### config.mk
export PLATFORM = sky130hd
export DESIGN_NAME = masked_knn_template_matcher
export DESIGN_NICKNAME = d
export VERILOG_FILES = /design/src/rtl/mktm_pkg.sv /design/src/rtl/masked_knn_template_matcher.sv /design/src/rtl/mktm_ctrl.sv /design/src/rtl/mktm_dp.sv
export SDC_FILE = /design/constraint.sdc
export NUM_CORES = 2
export LEC_CHECK = 0
export BUFFER_PORTS_ARGS = -buffer_cell sky130_fd_sc_hd__buf_4
export CORE_MARGIN = 10
export CORE_UTILIZATION = 50
export CTS_CLUSTER_DIAMETER = 50
export DETAILED_ROUTE_END_ITERATION = 6
export GPL_ROUTABILITY_DRIVEN = 0
export HOLD_SLACK_MARGIN = 0.12
export PLACE_DENSITY_LB_ADDON = 0.25
export SLEW_MARGIN = 20
export SYNTH_ARGS = -nofsm -noshare
export SYNTH_HDL_FRONTEND = slang
export SYNTH_SLANG_ARGS = --single-unit
### constraint.sdc
create_clock -name clk_i -period 13.8 [get_ports clk_i]
set_clock_uncertainty 0.2 [all_clocks]
set_input_delay 1.38 -clock clk_i [delete_from_list [all_inputs] [get_ports clk_i]]
set_output_delay 1.38 -clock clk_i [all_outputs]
set_load 0.005 [all_outputs]
### src/rtl/mktm_pkg.sv
package mktm_pkg;

  localparam int unsigned CH_W      = 6;
  localparam int unsigned TIME_W    = 20;
  localparam int unsigned ID_W      = 17;
  localparam int unsigned DIST_W    = 48;
  localparam int unsigned RANK_W    = 4;
  localparam int unsigned OP_W      = 2;
  localparam int unsigned NC_W      = 5;
  localparam int unsigned MASK_W    = 60;
  localparam int unsigned SUM_W     = 27;
  localparam int unsigned DIFF_W    = TIME_W + 2;
  localparam int unsigned SQ_W      = 2 * DIFF_W;
  localparam int unsigned S_TDATA_W = 48;
  localparam int unsigned M_TDATA_W = 72;
  localparam int unsigned CFG_IDX_W = 1;

  localparam logic [NC_W-1:0]   NC_RESET   = 5'd16;
  localparam logic [MASK_W-1:0] MASK_RESET = 60'd299490475336009760;

  localparam logic [CFG_IDX_W-1:0] REG_NEIGHBOR_COUNT = 1'd0;
  localparam logic [CFG_IDX_W-1:0] REG_BAD_MASK       = 1'd1;

  typedef enum logic [OP_W-1:0] {
    OP_EVENT    = 2'd0,
    OP_TEMPLATE = 2'd1,
    OP_REPORT   = 2'd2
  } op_e;

  typedef enum logic [2:0] {
    ST_IDLE,
    ST_SUM,
    ST_DIV,
    ST_SQUARE,
    ST_ACCUM,
    ST_INS_CHECK,
    ST_INS_SHIFT,
    ST_REPORT
  } state_e;

  typedef struct packed {
    logic accept_ev;
    logic accept_tp;
    logic sum_clear;
    logic sum_run;
    logic div_start;
    logic div_step;
    logic ev_finish;
    logic tp_square;
    logic tp_accum;
    logic ins_check;
    logic ins_shift;
    logic rep_start;
    logic rep_emit;
  } cmd_t;

  typedef struct packed {
    logic sum_done;
    logic div_done;
    logic tp_last;
    logic id_ok;
    logic ins_take;
    logic shift_done;
    logic rep_empty;
    logic rep_final;
    logic out_free;
  } sts_t;

endpackage

### src/rtl/masked_knn_template_matcher.sv
// Channel  Direction  Handshake              Contents
// s_axis   in         tvalid/tready          tuser operation, tdata samples, tlast last_channel
// m_axis   out        tvalid/tready          tdata rank/match_id/distance, tlast final_res
// cfg      in         cfg_we_i, no wait      index 0 neighbor_count, 1 bad_channel_mask
//
// Event sample without last: written to the sample store, input stays ready. Event last
// sample: a sweep of the sample memory (one read a cycle), then a 27-step bit-serial divide.
// Template sample: read, square and accumulate; a last sample whose id is below
// TEMPLATE_LIMIT adds a check and an insertion, one list entry moved per cycle.
// Report: one result per cycle while m_axis_tready is high; the output register
// lets the final result wait while the next item is taken.
// Reset is asynchronous, active low, and needs no clearing pass.
module masked_knn_template_matcher #(
  parameter int unsigned CHANNEL_COUNT  = 60,
  parameter int unsigned LIST_DEPTH     = 16,
  parameter int unsigned TEMPLATE_LIMIT = 131072
) (
  input  logic                              clk_i,
  input  logic                              rst_ni,
  input  logic                              cfg_we_i,
  input  logic [mktm_pkg::CFG_IDX_W-1:0]    cfg_index_i,
  input  logic [mktm_pkg::MASK_W-1:0]       cfg_wdata_i,
  input  logic                              s_axis_tvalid,
  output logic                              s_axis_tready,
  // channel[5:0], time_value[25:6], template_id[42:26], zero[47:43]
  input  logic [mktm_pkg::S_TDATA_W-1:0]    s_axis_tdata,
  // operation[1:0]
  input  logic [mktm_pkg::OP_W-1:0]         s_axis_tuser,
  input  logic                              s_axis_tlast,
  output logic                              m_axis_tvalid,
  input  logic                              m_axis_tready,
  // rank[3:0], match_id[20:4], distance[68:21], zero[71:69]
  output logic [mktm_pkg::M_TDATA_W-1:0]    m_axis_tdata,
  output logic                              m_axis_tlast
);

  mktm_pkg::cmd_t cmd;
  mktm_pkg::sts_t sts;

  mktm_ctrl u_ctrl (
    .clk_i         (clk_i),
    .rst_ni        (rst_ni),
    .s_axis_tvalid (s_axis_tvalid),
    .s_axis_tuser  (s_axis_tuser),
    .s_axis_tlast  (s_axis_tlast),
    .s_axis_tready (s_axis_tready),
    .sts_i         (sts),
    .cmd_o         (cmd)
  );

  mktm_dp #(
    .CHANNEL_COUNT  (CHANNEL_COUNT),
    .LIST_DEPTH     (LIST_DEPTH),
    .TEMPLATE_LIMIT (TEMPLATE_LIMIT)
  ) u_dp (
    .clk_i         (clk_i),
    .rst_ni        (rst_ni),
    .cfg_we_i      (cfg_we_i),
    .cfg_index_i   (cfg_index_i),
    .cfg_wdata_i   (cfg_wdata_i),
    .s_axis_tdata  (s_axis_tdata),
    .s_axis_tlast  (s_axis_tlast),
    .m_axis_tvalid (m_axis_tvalid),
    .m_axis_tready (m_axis_tready),
    .m_axis_tdata  (m_axis_tdata),
    .m_axis_tlast  (m_axis_tlast),
    .cmd_i         (cmd),
    .sts_o         (sts)
  );

endmodule

### src/rtl/mktm_ctrl.sv
module mktm_ctrl (
  input  logic                      clk_i,
  input  logic                      rst_ni,
  input  logic                      s_axis_tvalid,
  input  logic [mktm_pkg::OP_W-1:0] s_axis_tuser,
  input  logic                      s_axis_tlast,
  output logic                      s_axis_tready,
  input  mktm_pkg::sts_t            sts_i,
  output mktm_pkg::cmd_t            cmd_o
);

  mktm_pkg::state_e state_q, state_d;

  always_ff @(posedge clk_i or negedge rst_ni) begin
    if (!rst_ni) begin
      state_q <= mktm_pkg::ST_IDLE;
    end else begin
      state_q <= state_d;
    end
  end

  always_comb begin
    state_d = state_q;
    case (state_q)
      mktm_pkg::ST_IDLE: begin
        if (s_axis_tvalid) begin
          case (s_axis_tuser)
            mktm_pkg::OP_EVENT: begin
              if (s_axis_tlast) state_d = mktm_pkg::ST_SUM;
            end
            mktm_pkg::OP_TEMPLATE: state_d = mktm_pkg::ST_SQUARE;
            mktm_pkg::OP_REPORT: begin
              if (!sts_i.rep_empty) state_d = mktm_pkg::ST_REPORT;
            end
            default: state_d = mktm_pkg::ST_IDLE;
          endcase
        end
      end
      mktm_pkg::ST_SUM: begin
        if (sts_i.sum_done) state_d = mktm_pkg::ST_DIV;
      end
      mktm_pkg::ST_DIV: begin
        if (sts_i.div_done) state_d = mktm_pkg::ST_IDLE;
      end
      mktm_pkg::ST_SQUARE: state_d = mktm_pkg::ST_ACCUM;
      mktm_pkg::ST_ACCUM: begin
        state_d = (sts_i.tp_last && sts_i.id_ok) ? mktm_pkg::ST_INS_CHECK : mktm_pkg::ST_IDLE;
      end
      mktm_pkg::ST_INS_CHECK: begin
        state_d = sts_i.ins_take ? mktm_pkg::ST_INS_SHIFT : mktm_pkg::ST_IDLE;
      end
      mktm_pkg::ST_INS_SHIFT: begin
        if (sts_i.shift_done) state_d = mktm_pkg::ST_IDLE;
      end
      mktm_pkg::ST_REPORT: begin
        if (sts_i.out_free && sts_i.rep_final) state_d = mktm_pkg::ST_IDLE;
      end
      default: state_d = mktm_pkg::ST_IDLE;
    endcase
  end

  always_comb begin
    cmd_o         = '0;
    s_axis_tready = 1'b0;
    case (state_q)
      mktm_pkg::ST_IDLE: begin
        s_axis_tready = 1'b1;
        if (s_axis_tvalid) begin
          case (s_axis_tuser)
            mktm_pkg::OP_EVENT: begin
              cmd_o.accept_ev = 1'b1;
              cmd_o.sum_clear = s_axis_tlast;
            end
            mktm_pkg::OP_TEMPLATE: cmd_o.accept_tp = 1'b1;
            mktm_pkg::OP_REPORT:   cmd_o.rep_start = !sts_i.rep_empty;
            default: cmd_o = '0;
          endcase
        end
      end
      mktm_pkg::ST_SUM: begin
        cmd_o.sum_run   = 1'b1;
        cmd_o.div_start = sts_i.sum_done;
      end
      mktm_pkg::ST_DIV: begin
        cmd_o.ev_finish = sts_i.div_done;
        cmd_o.div_step  = !sts_i.div_done;
      end
      mktm_pkg::ST_SQUARE:    cmd_o.tp_square = 1'b1;
      mktm_pkg::ST_ACCUM:     cmd_o.tp_accum  = 1'b1;
      mktm_pkg::ST_INS_CHECK: cmd_o.ins_check = 1'b1;
      mktm_pkg::ST_INS_SHIFT: cmd_o.ins_shift = 1'b1;
      mktm_pkg::ST_REPORT:    cmd_o.rep_emit  = sts_i.out_free;
      default: cmd_o = '0;
    endcase
  end

endmodule

### src/rtl/mktm_dp.sv
module mktm_dp #(
  parameter int unsigned CHANNEL_COUNT  = 60,
  parameter int unsigned LIST_DEPTH     = 16,
  parameter int unsigned TEMPLATE_LIMIT = 131072
) (
  input  logic                              clk_i,
  input  logic                              rst_ni,
  input  logic                              cfg_we_i,
  input  logic [mktm_pkg::CFG_IDX_W-1:0]    cfg_index_i,
  input  logic [mktm_pkg::MASK_W-1:0]       cfg_wdata_i,
  input  logic [mktm_pkg::S_TDATA_W-1:0]    s_axis_tdata,
  input  logic                              s_axis_tlast,
  output logic                              m_axis_tvalid,
  input  logic                              m_axis_tready,
  output logic [mktm_pkg::M_TDATA_W-1:0]    m_axis_tdata,
  output logic                              m_axis_tlast,
  input  mktm_pkg::cmd_t                    cmd_i,
  output mktm_pkg::sts_t                    sts_o
);

  localparam int unsigned AW  = $clog2(CHANNEL_COUNT);
  localparam int unsigned IXW = $clog2(CHANNEL_COUNT + 1);
  localparam int unsigned GW  = $clog2(CHANNEL_COUNT + 1);
  localparam int unsigned PW  = (LIST_DEPTH > 1) ? $clog2(LIST_DEPTH) : 1;
  localparam int unsigned FW  = $clog2(LIST_DEPTH + 1);
  localparam int unsigned CW  = $clog2(mktm_pkg::SUM_W + 1);

  localparam int unsigned CH_W   = mktm_pkg::CH_W;
  localparam int unsigned TIME_W = mktm_pkg::TIME_W;
  localparam int unsigned ID_W   = mktm_pkg::ID_W;
  localparam int unsigned DIST_W = mktm_pkg::DIST_W;
  localparam int unsigned SUM_W  = mktm_pkg::SUM_W;
  localparam int unsigned DIFF_W = mktm_pkg::DIFF_W;
  localparam int unsigned SQ_W   = mktm_pkg::SQ_W;
  localparam int unsigned MASK_W = mktm_pkg::MASK_W;

  logic [CH_W-1:0]          in_ch;
  logic signed [TIME_W-1:0] in_time;
  logic [ID_W-1:0]          in_id;

  assign in_ch   = s_axis_tdata[CH_W-1:0];
  assign in_time = s_axis_tdata[CH_W+TIME_W-1:CH_W];
  assign in_id   = s_axis_tdata[CH_W+TIME_W+ID_W-1:CH_W+TIME_W];

  logic [mktm_pkg::NC_W-1:0] nc_q;
  logic [MASK_W-1:0]         mask_q;

  always_ff @(posedge clk_i or negedge rst_ni) begin
    if (!rst_ni) begin
      nc_q   <= mktm_pkg::NC_RESET;
      mask_q <= mktm_pkg::MASK_RESET;
    end else if (cfg_we_i) begin
      case (cfg_index_i)
        mktm_pkg::REG_NEIGHBOR_COUNT: nc_q   <= cfg_wdata_i[mktm_pkg::NC_W-1:0];
        mktm_pkg::REG_BAD_MASK:       mask_q <= cfg_wdata_i;
        default: nc_q <= nc_q;
      endcase
    end
  end

  function automatic logic chan_good(input logic [CH_W:0] c, input logic [MASK_W-1:0] m);
    logic in_range;
    in_range = int'(c) < CHANNEL_COUNT;
    return in_range && ((int'(c) >= MASK_W) || !m[c[CH_W-1:0]]);
  endfunction

  // event sample store
  logic signed [TIME_W-1:0] ev_mem [CHANNEL_COUNT];
  logic signed [TIME_W-1:0] rd_q;
  logic                     mem_we, mem_re;
  logic [AW-1:0]            mem_raddr;
  logic [IXW-1:0]           idx_q;

  assign mem_we    = cmd_i.accept_ev && (int'(in_ch) < CHANNEL_COUNT);
  assign mem_re    = cmd_i.accept_tp || (cmd_i.sum_run && (int'(idx_q) < CHANNEL_COUNT));
  assign mem_raddr = cmd_i.sum_run ? idx_q[AW-1:0] : in_ch[AW-1:0];

  always_ff @(posedge clk_i) begin
    if (mem_we) ev_mem[in_ch[AW-1:0]] <= in_time;
    if (mem_re) rd_q <= ev_mem[mem_raddr];
  end

  // captured item
  logic signed [TIME_W-1:0] t_q;
  logic [ID_W-1:0]          id_q;
  logic                     last_q;
  logic                     tgood_q;

  always_ff @(posedge clk_i) begin
    if (cmd_i.accept_tp) begin
      t_q     <= in_time;
      id_q    <= in_id;
      last_q  <= s_axis_tlast;
      tgood_q <= chan_good({1'b0, in_ch}, mask_q);
    end
  end

  // mean: sweep then restoring divide
  logic                    tag_q;
  logic signed [SUM_W-1:0] sum_q;
  logic [GW-1:0]           good_q;
  logic [GW-1:0]           rem_q;
  logic [SUM_W-1:0]        quo_q;
  logic                    neg_q;
  logic [CW-1:0]           cnt_q;
  logic signed [TIME_W-1:0] mean_q;
  logic [GW:0]             div_sh;
  logic [SUM_W-1:0]        sum_mag;
  logic [SUM_W-1:0]        quo_signed;

  assign sum_mag    = sum_q[SUM_W-1] ? SUM_W'(-sum_q) : SUM_W'(sum_q);
  assign div_sh     = {rem_q, quo_q[SUM_W-1]};
  assign quo_signed = neg_q ? SUM_W'(-quo_q) : quo_q;

  always_ff @(posedge clk_i or negedge rst_ni) begin
    if (!rst_ni) begin
      idx_q  <= '0;
      tag_q  <= 1'b0;
      sum_q  <= '0;
      good_q <= '0;
      cnt_q  <= '0;
      mean_q <= '0;
    end else begin
      if (cmd_i.sum_clear) begin
        idx_q  <= '0;
        tag_q  <= 1'b0;
        sum_q  <= '0;
        good_q <= '0;
      end else if (cmd_i.sum_run) begin
        if (int'(idx_q) < CHANNEL_COUNT) begin
          tag_q <= chan_good((CH_W+1)'(idx_q), mask_q);
          idx_q <= idx_q + IXW'(1);
        end else begin
          tag_q <= 1'b0;
        end
        if (tag_q) begin
          sum_q  <= sum_q + SUM_W'(rd_q);
          good_q <= good_q + GW'(1);
        end
      end
      if (cmd_i.div_start) begin
        cnt_q <= CW'(SUM_W);
      end else if (cmd_i.div_step) begin
        cnt_q <= cnt_q - CW'(1);
      end
      if (cmd_i.ev_finish) begin
        mean_q <= (good_q == '0) ? '0 : TIME_W'(quo_signed);
      end
    end
  end

  always_ff @(posedge clk_i) begin
    if (cmd_i.div_start) begin
      rem_q <= '0;
      quo_q <= sum_mag;
      neg_q <= sum_q[SUM_W-1];
    end else if (cmd_i.div_step) begin
      if (div_sh >= {1'b0, good_q}) begin
        rem_q <= GW'(div_sh - {1'b0, good_q});
        quo_q <= {quo_q[SUM_W-2:0], 1'b1};
      end else begin
        rem_q <= div_sh[GW-1:0];
        quo_q <= {quo_q[SUM_W-2:0], 1'b0};
      end
    end
  end

  // distance
  logic signed [DIFF_W-1:0] diff;
  logic [DIFF_W-1:0]        mag;
  logic [SQ_W-1:0]          sq_q;
  logic [DIST_W-1:0]        acc_q;
  logic [DIST_W:0]          acc_sum;
  logic [DIST_W-1:0]        acc_nxt;
  logic [DIST_W-1:0]        newd_q;

  assign diff    = DIFF_W'(rd_q) - DIFF_W'(mean_q) - DIFF_W'(t_q);
  assign mag     = diff[DIFF_W-1] ? DIFF_W'(-diff) : DIFF_W'(diff);
  assign acc_sum = {1'b0, acc_q} + (DIST_W+1)'(sq_q);
  assign acc_nxt = !tgood_q ? acc_q : (acc_sum[DIST_W] ? '1 : acc_sum[DIST_W-1:0]);

  always_ff @(posedge clk_i) begin
    if (cmd_i.tp_square) sq_q <= mag * mag;
    if (cmd_i.tp_accum && last_q) newd_q <= acc_nxt;
  end

  always_ff @(posedge clk_i or negedge rst_ni) begin
    if (!rst_ni) begin
      acc_q <= '0;
    end else if (cmd_i.ev_finish) begin
      acc_q <= '0;
    end else if (cmd_i.tp_accum) begin
      acc_q <= last_q ? '0 : acc_nxt;
    end
  end

  // best list
  logic [DIST_W-1:0] dist_q [LIST_DEPTH];
  logic [ID_W-1:0]   lid_q  [LIST_DEPTH];
  logic [FW-1:0]     fill_q;
  logic [PW-1:0]     pos_q;
  logic [PW-1:0]     r_q;
  logic [FW-1:0]     n_q;
  logic [FW-1:0]     kept;
  logic [FW-1:0]     n_cur;
  logic [PW-1:0]     lr_idx;
  logic [DIST_W-1:0] lr_dist;
  logic              shift_gt;
  logic              has_room;

  always_comb begin
    if (nc_q == '0) begin
      kept = FW'(1);
    end else if (int'(nc_q) > LIST_DEPTH) begin
      kept = FW'(LIST_DEPTH);
    end else begin
      kept = FW'(nc_q);
    end
    n_cur = (fill_q < kept) ? fill_q : kept;
    if (cmd_i.ins_check) begin
      lr_idx = PW'(kept - FW'(1));
    end else if (cmd_i.ins_shift) begin
      lr_idx = pos_q - PW'(1);
    end else begin
      lr_idx = r_q;
    end
  end

  assign lr_dist  = dist_q[lr_idx];
  assign has_room = n_cur < kept;
  assign shift_gt = (pos_q != '0) && (lr_dist > newd_q);

  always_ff @(posedge clk_i or negedge rst_ni) begin
    if (!rst_ni) begin
      fill_q <= '0;
    end else if (cmd_i.ev_finish) begin
      fill_q <= '0;
    end else if (cmd_i.ins_check) begin
      fill_q <= has_room ? n_cur + FW'(1) : n_cur;
    end
  end

  always_ff @(posedge clk_i) begin
    if (cmd_i.ins_check) begin
      pos_q <= has_room ? PW'(n_cur) : PW'(kept - FW'(1));
    end else if (cmd_i.ins_shift) begin
      if (shift_gt) begin
        dist_q[pos_q] <= lr_dist;
        lid_q[pos_q]  <= lid_q[lr_idx];
        pos_q         <= pos_q - PW'(1);
      end else begin
        dist_q[pos_q] <= newd_q;
        lid_q[pos_q]  <= id_q;
      end
    end
    if (cmd_i.rep_start) begin
      r_q <= '0;
      n_q <= n_cur;
    end else if (cmd_i.rep_emit) begin
      r_q <= r_q + PW'(1);
    end
  end

  // output register
  logic                              out_valid_q;
  logic [mktm_pkg::RANK_W-1:0]       out_rank_q;
  logic [ID_W-1:0]                   out_id_q;
  logic [DIST_W-1:0]                 out_dist_q;
  logic                              out_last_q;
  logic                              rep_final;

  assign rep_final = ((FW+1)'(r_q) + (FW+1)'(1)) == (FW+1)'(n_q);

  always_ff @(posedge clk_i or negedge rst_ni) begin
    if (!rst_ni) begin
      out_valid_q <= 1'b0;
    end else if (cmd_i.rep_emit) begin
      out_valid_q <= 1'b1;
    end else if (m_axis_tready) begin
      out_valid_q <= 1'b0;
    end
  end

  always_ff @(posedge clk_i) begin
    if (cmd_i.rep_emit) begin
      out_rank_q <= mktm_pkg::RANK_W'(r_q);
      out_id_q   <= lid_q[lr_idx];
      out_dist_q <= lr_dist;
      out_last_q <= rep_final;
    end
  end

  assign m_axis_tvalid = out_valid_q;
  assign m_axis_tlast  = out_last_q;
  assign m_axis_tdata  = {3'b000, out_dist_q, out_id_q, out_rank_q};

  always_comb begin
    sts_o            = '0;
    sts_o.sum_done   = (int'(idx_q) == CHANNEL_COUNT) && !tag_q;
    sts_o.div_done   = (cnt_q == '0);
    sts_o.tp_last    = last_q;
    sts_o.id_ok      = {15'd0, id_q} < 32'(TEMPLATE_LIMIT);
    sts_o.ins_take   = has_room || (newd_q < lr_dist);
    sts_o.shift_done = !shift_gt;
    sts_o.rep_empty  = (n_cur == '0);
    sts_o.rep_final  = rep_final;
    sts_o.out_free   = !out_valid_q || m_axis_tready;
  end

endmodule

# Word-level counts from Yosys, hierarchy flattened
# Memory sizes are Yosys's and may differ from the RTL's. A register that Yosys moved wholly into a read port is not among the register bits.
# Index checks and enable logic that the tools add are counted.
# word_totals
out_inout_bits	75
memories	3
inputBits	117
register_bits	435
mem_bits_rw	2240
# classes
n_mux	84
addsub	16
multipliers	1
reduce_logical	41
bitwise	3
eq_ne	18
order_cmp	12
# mem_list
name	words	word_bits	read_ports	rd_ports_with_merged_regs	write_ports	line	rtl
u_dp.ev_mem	60	20	1	1	1	mktm_dp.sv:68	logic signed [TIME_W-1:0] ev_mem [CHANNEL_COUNT];
u_dp.dist_q	16	48	1	0	1	mktm_dp.sv:198	logic [DIST_W-1:0] dist_q [LIST_DEPTH];
u_dp.lid_q	16	17	1	0	1	mktm_dp.sv:199	logic [ID_W-1:0] lid_q [LIST_DEPTH];
# op_table
operator	count
2-to-1 mux 48 bit	6
2-to-1 mux 27 bit	6
adder 48 x 44 -> 49 bit	1
> comparator 48 bit	1
less-than comparator 48 bit	1
2-to-1 mux 6 bit	8
multiplier 22 x 22 -> 44 bit	1
2-to-1 mux 20 bit	2
2-to-1 mux 5 bit	8
2-to-1 mux 3 bit	10
adder 27 x 20 -> 27 bit	1
negation 27 bit	1
2-to-1 mux 1 bit	24
2-to-1 mux 4 bit	6
one-hot mux 3 bit (8 select lines)	1
2-to-1 mux 22 bit	1
negation 22 bit	1
subtractor 21 x 20 -> 22 bit	1
subtractor 20 x 20 -> 21 bit	1
negation 20 bit	1
nonzero test 2 bit	9
2-to-1 mux 17 bit	1
zero test 5 bit	3
less-than comparator 6 x 7 -> 1 bit, second input constant	2
38 further kinds	78

# Logic depth before layout (Yosys ltp)
# An unclocked memory read counts as a cell.
# depth
ltp_word	20
depth_mapped	43
ltp_nobuf	42

# By module
# From an unflattened synthesis, not the netlist that was laid out.
# hier_totals
cells_unflattened	7935
area_unflattened_um2	126795.4
# by_module_without_submodules
module	area_per_inst_um2	cells_per_inst	instances
mktm_dp	126311.1	7875	1
mktm_ctrl	484.2	60	1

# Least setup slack after synthesis
# OpenSTA, ideal clock, no wires.
# synth_path
path_type	reg-to-reg
startpoint	register u_dp.mean_q[0]
endpoint	register u_dp.sq_q[42], data pin
stages_incl_launch_ff	42
setup_time_ns	0.258
arrival_time_ns	10.144
slack_ns	3.199
n_path_buf	1
required_ns	13.342
cell_sequence	dfrtp_1 fa_1 inv_1 ha_1 or2_2 fa_1 a21oi_1 o211ai_1 nand2_1 xor2_1 o21ai_0 nor3_2 nor4b_2 nand2_1 nand2_1 xor2_1 inv_2 clkbuf_1 [6 not listed] inv_1 fa_1 fa_1 fa_1 inv_1 fa_1 inv_1 ha_1 a211o_1 a21oi_1 nand3_1 o211ai_1 a31oi_1 a21o_1 a21oi_1 o21ai_0 a311o_1 xor2_1
# synth_between
elab_chain_len	5
# synth_lines
element	line	rtl
start, declared	mktm_dp.sv:106	logic signed [TIME_W-1:0] mean_q;
start signal, assigned	mktm_dp.sv:147	mean_q <= (good_q == '0) ? '0 : TIME_W'(quo_signed);
subtractor 20 x 20 -> 21 bit *	mktm_dp.sv:177	assign diff = DIFF_W'(rd_q) - DIFF_W'(mean_q) - DIFF_W'(t_q);
subtractor 21 x 20 -> 22 bit *	mktm_dp.sv:177	
negation 22 bit	mktm_dp.sv:178	assign mag = diff[DIFF_W-1] ? DIFF_W'(-diff) : DIFF_W'(diff);
2-to-1 mux 22 bit *	mktm_dp.sv:178	
multiplier 22 x 22 -> 44 bit *	mktm_dp.sv:183	if (cmd_i.tp_square) sq_q <= mag * mag;
end signal, assigned	mktm_dp.sv:183	
end, declared	mktm_dp.sv:171	logic [SQ_W-1:0] sq_q;
# Every way passes the cells marked *; elsewhere a longest branch is shown, timed or not.
# A chain may end at the register's enable or synchronous reset.

# Worst setup path in the final report
# layout_path
startpoint	register u_dp.rd_q[0], read port of u_dp.ev_mem
endpoint	register u_dp.sq_q[42], data pin
# layout_between
elab_chain_len	5
# layout_lines
element	line	rtl
start, declared	mktm_dp.sv:69	logic signed [TIME_W-1:0] rd_q;
subtractor 20 x 20 -> 21 bit *	mktm_dp.sv:177	
subtractor 21 x 20 -> 22 bit *	mktm_dp.sv:177	
negation 22 bit	mktm_dp.sv:178	
2-to-1 mux 22 bit *	mktm_dp.sv:178	
multiplier 22 x 22 -> 44 bit *	mktm_dp.sv:183	
# Marked as above.

==> impl_metrics.ini <==
[synthesis]
ys.flop_type = edfxtp_1
synthTopCellsByArea = edfxtp_1, mux4_2, fa_1, dfrtp_1, ha_1
yosysTopAreaCellShare_pct = 59.6
ys_ff_latch = 2694
synth.avg_cell_area_um2 = 16.0
ys_warn_count = 0
synth_cell_types = 101
synth-async-reset-ratio_pct = 6.94
syn_area_um2 = 126000
yosysTopAreaCell = edfxtp_1
syn_inst = 7856
seq_area_frac_synth_pct = 63.5
synth-edff-count = 2497

[route]
ant_nets = 0
drt-vias-per-instance = 5.94
route.detailed.drc = 0
finalWirelength_mm = 308
wl_per_cell_um = 26.1
drt_iter0_drc = 6849
firstDrtPassIters = 5
vias = 70000

[critical_path]
path_class = reg -> reg
critPathCaptureType = register
crit_family = adder cells
cp_max_fo = 15
cp-start-kind = register
arrival_ns = 12.35
slowest_delay_ns = 0.57
cp_num_buf_inv = 9
cpMostUsedCell = fa_1
cpMaxStageDelayCell = fa_1
required_ns = 14.18

[clocking]
ctsHtreeMaxLevel = 5
postCtsHoldBufs = 0
cts.sinks = 2694
cts_tree = built
clock_latency_ns = 0.87
clk_path_buf_depth = 4
cts-root-buf = clkbuf_16
cts_resized = 0
cts_buffers = 310
clk_pin_slew_ns = 0.06
postCtsSetupBuffers = 0

[global_routing]
grt_pass1_wl_mm = 462
grt_overflow = 0
grt_pass1_vias = 72400
grt_usage_pct = 22.3
grt_antenna_before_repair = 7
grt_max_degree = 114

[cells_and_area]
drive_gt1_share_pct = 20.0
final_area_um2 = 142000
area_growth_pct = 12.8
final_common_cell = edfxtp_1
fin_nets = 8992
layout_common_cells = edfxtp_1, inv_1, mux4_2, nand2_1, nor2_1

[timing]
fin_setup_tns_ns = 0
finalCriticalPeriod_ns = 11.97
max_freq_mhz = 83.6
slew_viol_final = 0
relSlewSlack_pct = 27.6
rsz0062_at_grt = false
setup_viol = 0
hold_viol = 0
period_share_pct = 86.7
worst_slew_pin_slew_ns = 1.09

[run_status]
status = completed

[placed_design]
hpwlAfterDp_mm = 190
io_buffers = 183
place_area_um2 = 132000

[floorplan]
core_um2 = 251000
rows = 184
die-area_um2 = 272000
die_y_um = 522
initial_core_util_pct = 50.2
io_pins = 192
die_w_um = 522

[job]
cap_violations = 0

[worst_hold_path]
hp-class = reg -> reg
-- stage by stage --
step | worst slack, ns | hold WS (ns) | util, % | instances
after global placement | 1.95 | 0.271 | 52.5 | 11200
after global routing | 1.16 | 0.317 | 56.6 | 11800
after floorplan | 3.20 | 0.206 | - | 7873
after CTS | 1.85 | 0.291 | 56.5 | 11800
final | 1.83 | 0.288 | 56.6 | 11800
after detailed placement | 1.90 | 0.278 | 52.5 | 11200
-- cells by family (layout without fill, tap and decap cells) --
group                      count (synthesis)  count (layout)  share of synthesized area, %
and+or+nand+nor                         1420            1420                          5.05
DFF                                     2694            2694                          63.5
other                                      2              20                       0.00597
muxes                                    840             840                          12.6
AOI/OAI and AO/OA                       1028            1028                          5.30
buffers and inverters                    958            1504                          2.98
adders and majority gates                697             697                          9.12
xor gates and xnor gates                 217             217                          1.52
-- cell type report --
class | count | area (um2)
well taps | 3348 | 4190
diodes | 1 | 2.50
multi-input cells | 4221 | 42700
repair buffers | 359 | 2780
clock inverters | 184 | 1960
flip-flops and latches | 2694 | 79900
clock buffers | 369 | 8220
fillers | 19100 | 109000
inverters | 592 | 2220
-- sequential cells by signal, summed over array words and instances (netlist names), 27 cells and up --
name	flops
u_dp.ev_mem	1200
u_dp.dist_q	768
u_dp.lid_q	272
u_dp.mask_q	60
u_dp.acc_q	48
u_dp.newd_q	48
u_dp.out_dist_q	48
u_dp.sq_q	43
u_dp.quo_q	27
u_dp.sum_q	27
-- path summary, 6_finish.rpt --
| path | startpoint | slack (ns) | endpoint | cells after the start |
|---|---|---|---|---|
| max reg2reg | u_dp.rd_q[0] | 1.83 | u_dp.sq_q[42] | 42 |
| min reg2reg | u_dp.mean_q[19] | 0.29 | u_dp.mean_q[19] | 2 |
| max in group asynchronous | rst_ni | 11.54 | u_dp.mask_q[41] | 2 |
| max | u_dp.rd_q[0] | 1.83 | u_dp.sq_q[42] | 42 |
| min in group asynchronous | rst_ni | 0.33 | u_dp.acc_q[15] | 1 |
| min | u_dp.mean_q[19] | 0.29 | u_dp.mean_q[19] | 2 |
-- cell usage after synthesis, types with 15 or more instances --
master       n
edfxtp_1  2497
inv_1      585
mux4_2     578
nor2_1     520
nand2_1    487
fa_1       368
ha_1       329
a21oi_1    246
o21ai_0    223
clkbuf_1   215
dfrtp_1    177
a211oi_1   146
mux2_2     130
mux2i_1    117
a21o_1     110
xnor2_1    110
xor2_1     105
and2_1      89
nand3_1     75
buf_2       71
buf_1       69
a31oi_1     62
nor3_1      46
a22o_1      37
nor2b_1     37
nand2b_1    28
nand4_1     28
o31ai_1     27
a311oi_1    25
o21a_1      22
or3_1       21
and3_1      19
o211ai_1    16
mux2_1      15
-- layer usage --
layer / GRT usage, % / vias to the layer above / wire (um)
met1: 30.8 / 36300 / 125000
li1: - / 30400 / -
met2: 37.1 / 2739 / 151000
met4: 6.09 / 8 / 8670
met5: 0 / - / 48
met3: 3.57 / 552 / 23000
-- worst reg2reg max path: cells and delay by family (launching register included) --
kind                       cells  cell delay [ns]
adders and majority gates     11             5.05
AOI/OAI and AO/OA             11             2.81
xor gates and xnor gates       3             0.49
buffers and inverters          9             0.98
DFF                            1             0.40
and+or+nand+nor                8             1.78
Power is left out: the tool's default activity adds up to more than one toggle a clock period on the data nets, which glitch-free logic cannot reach.
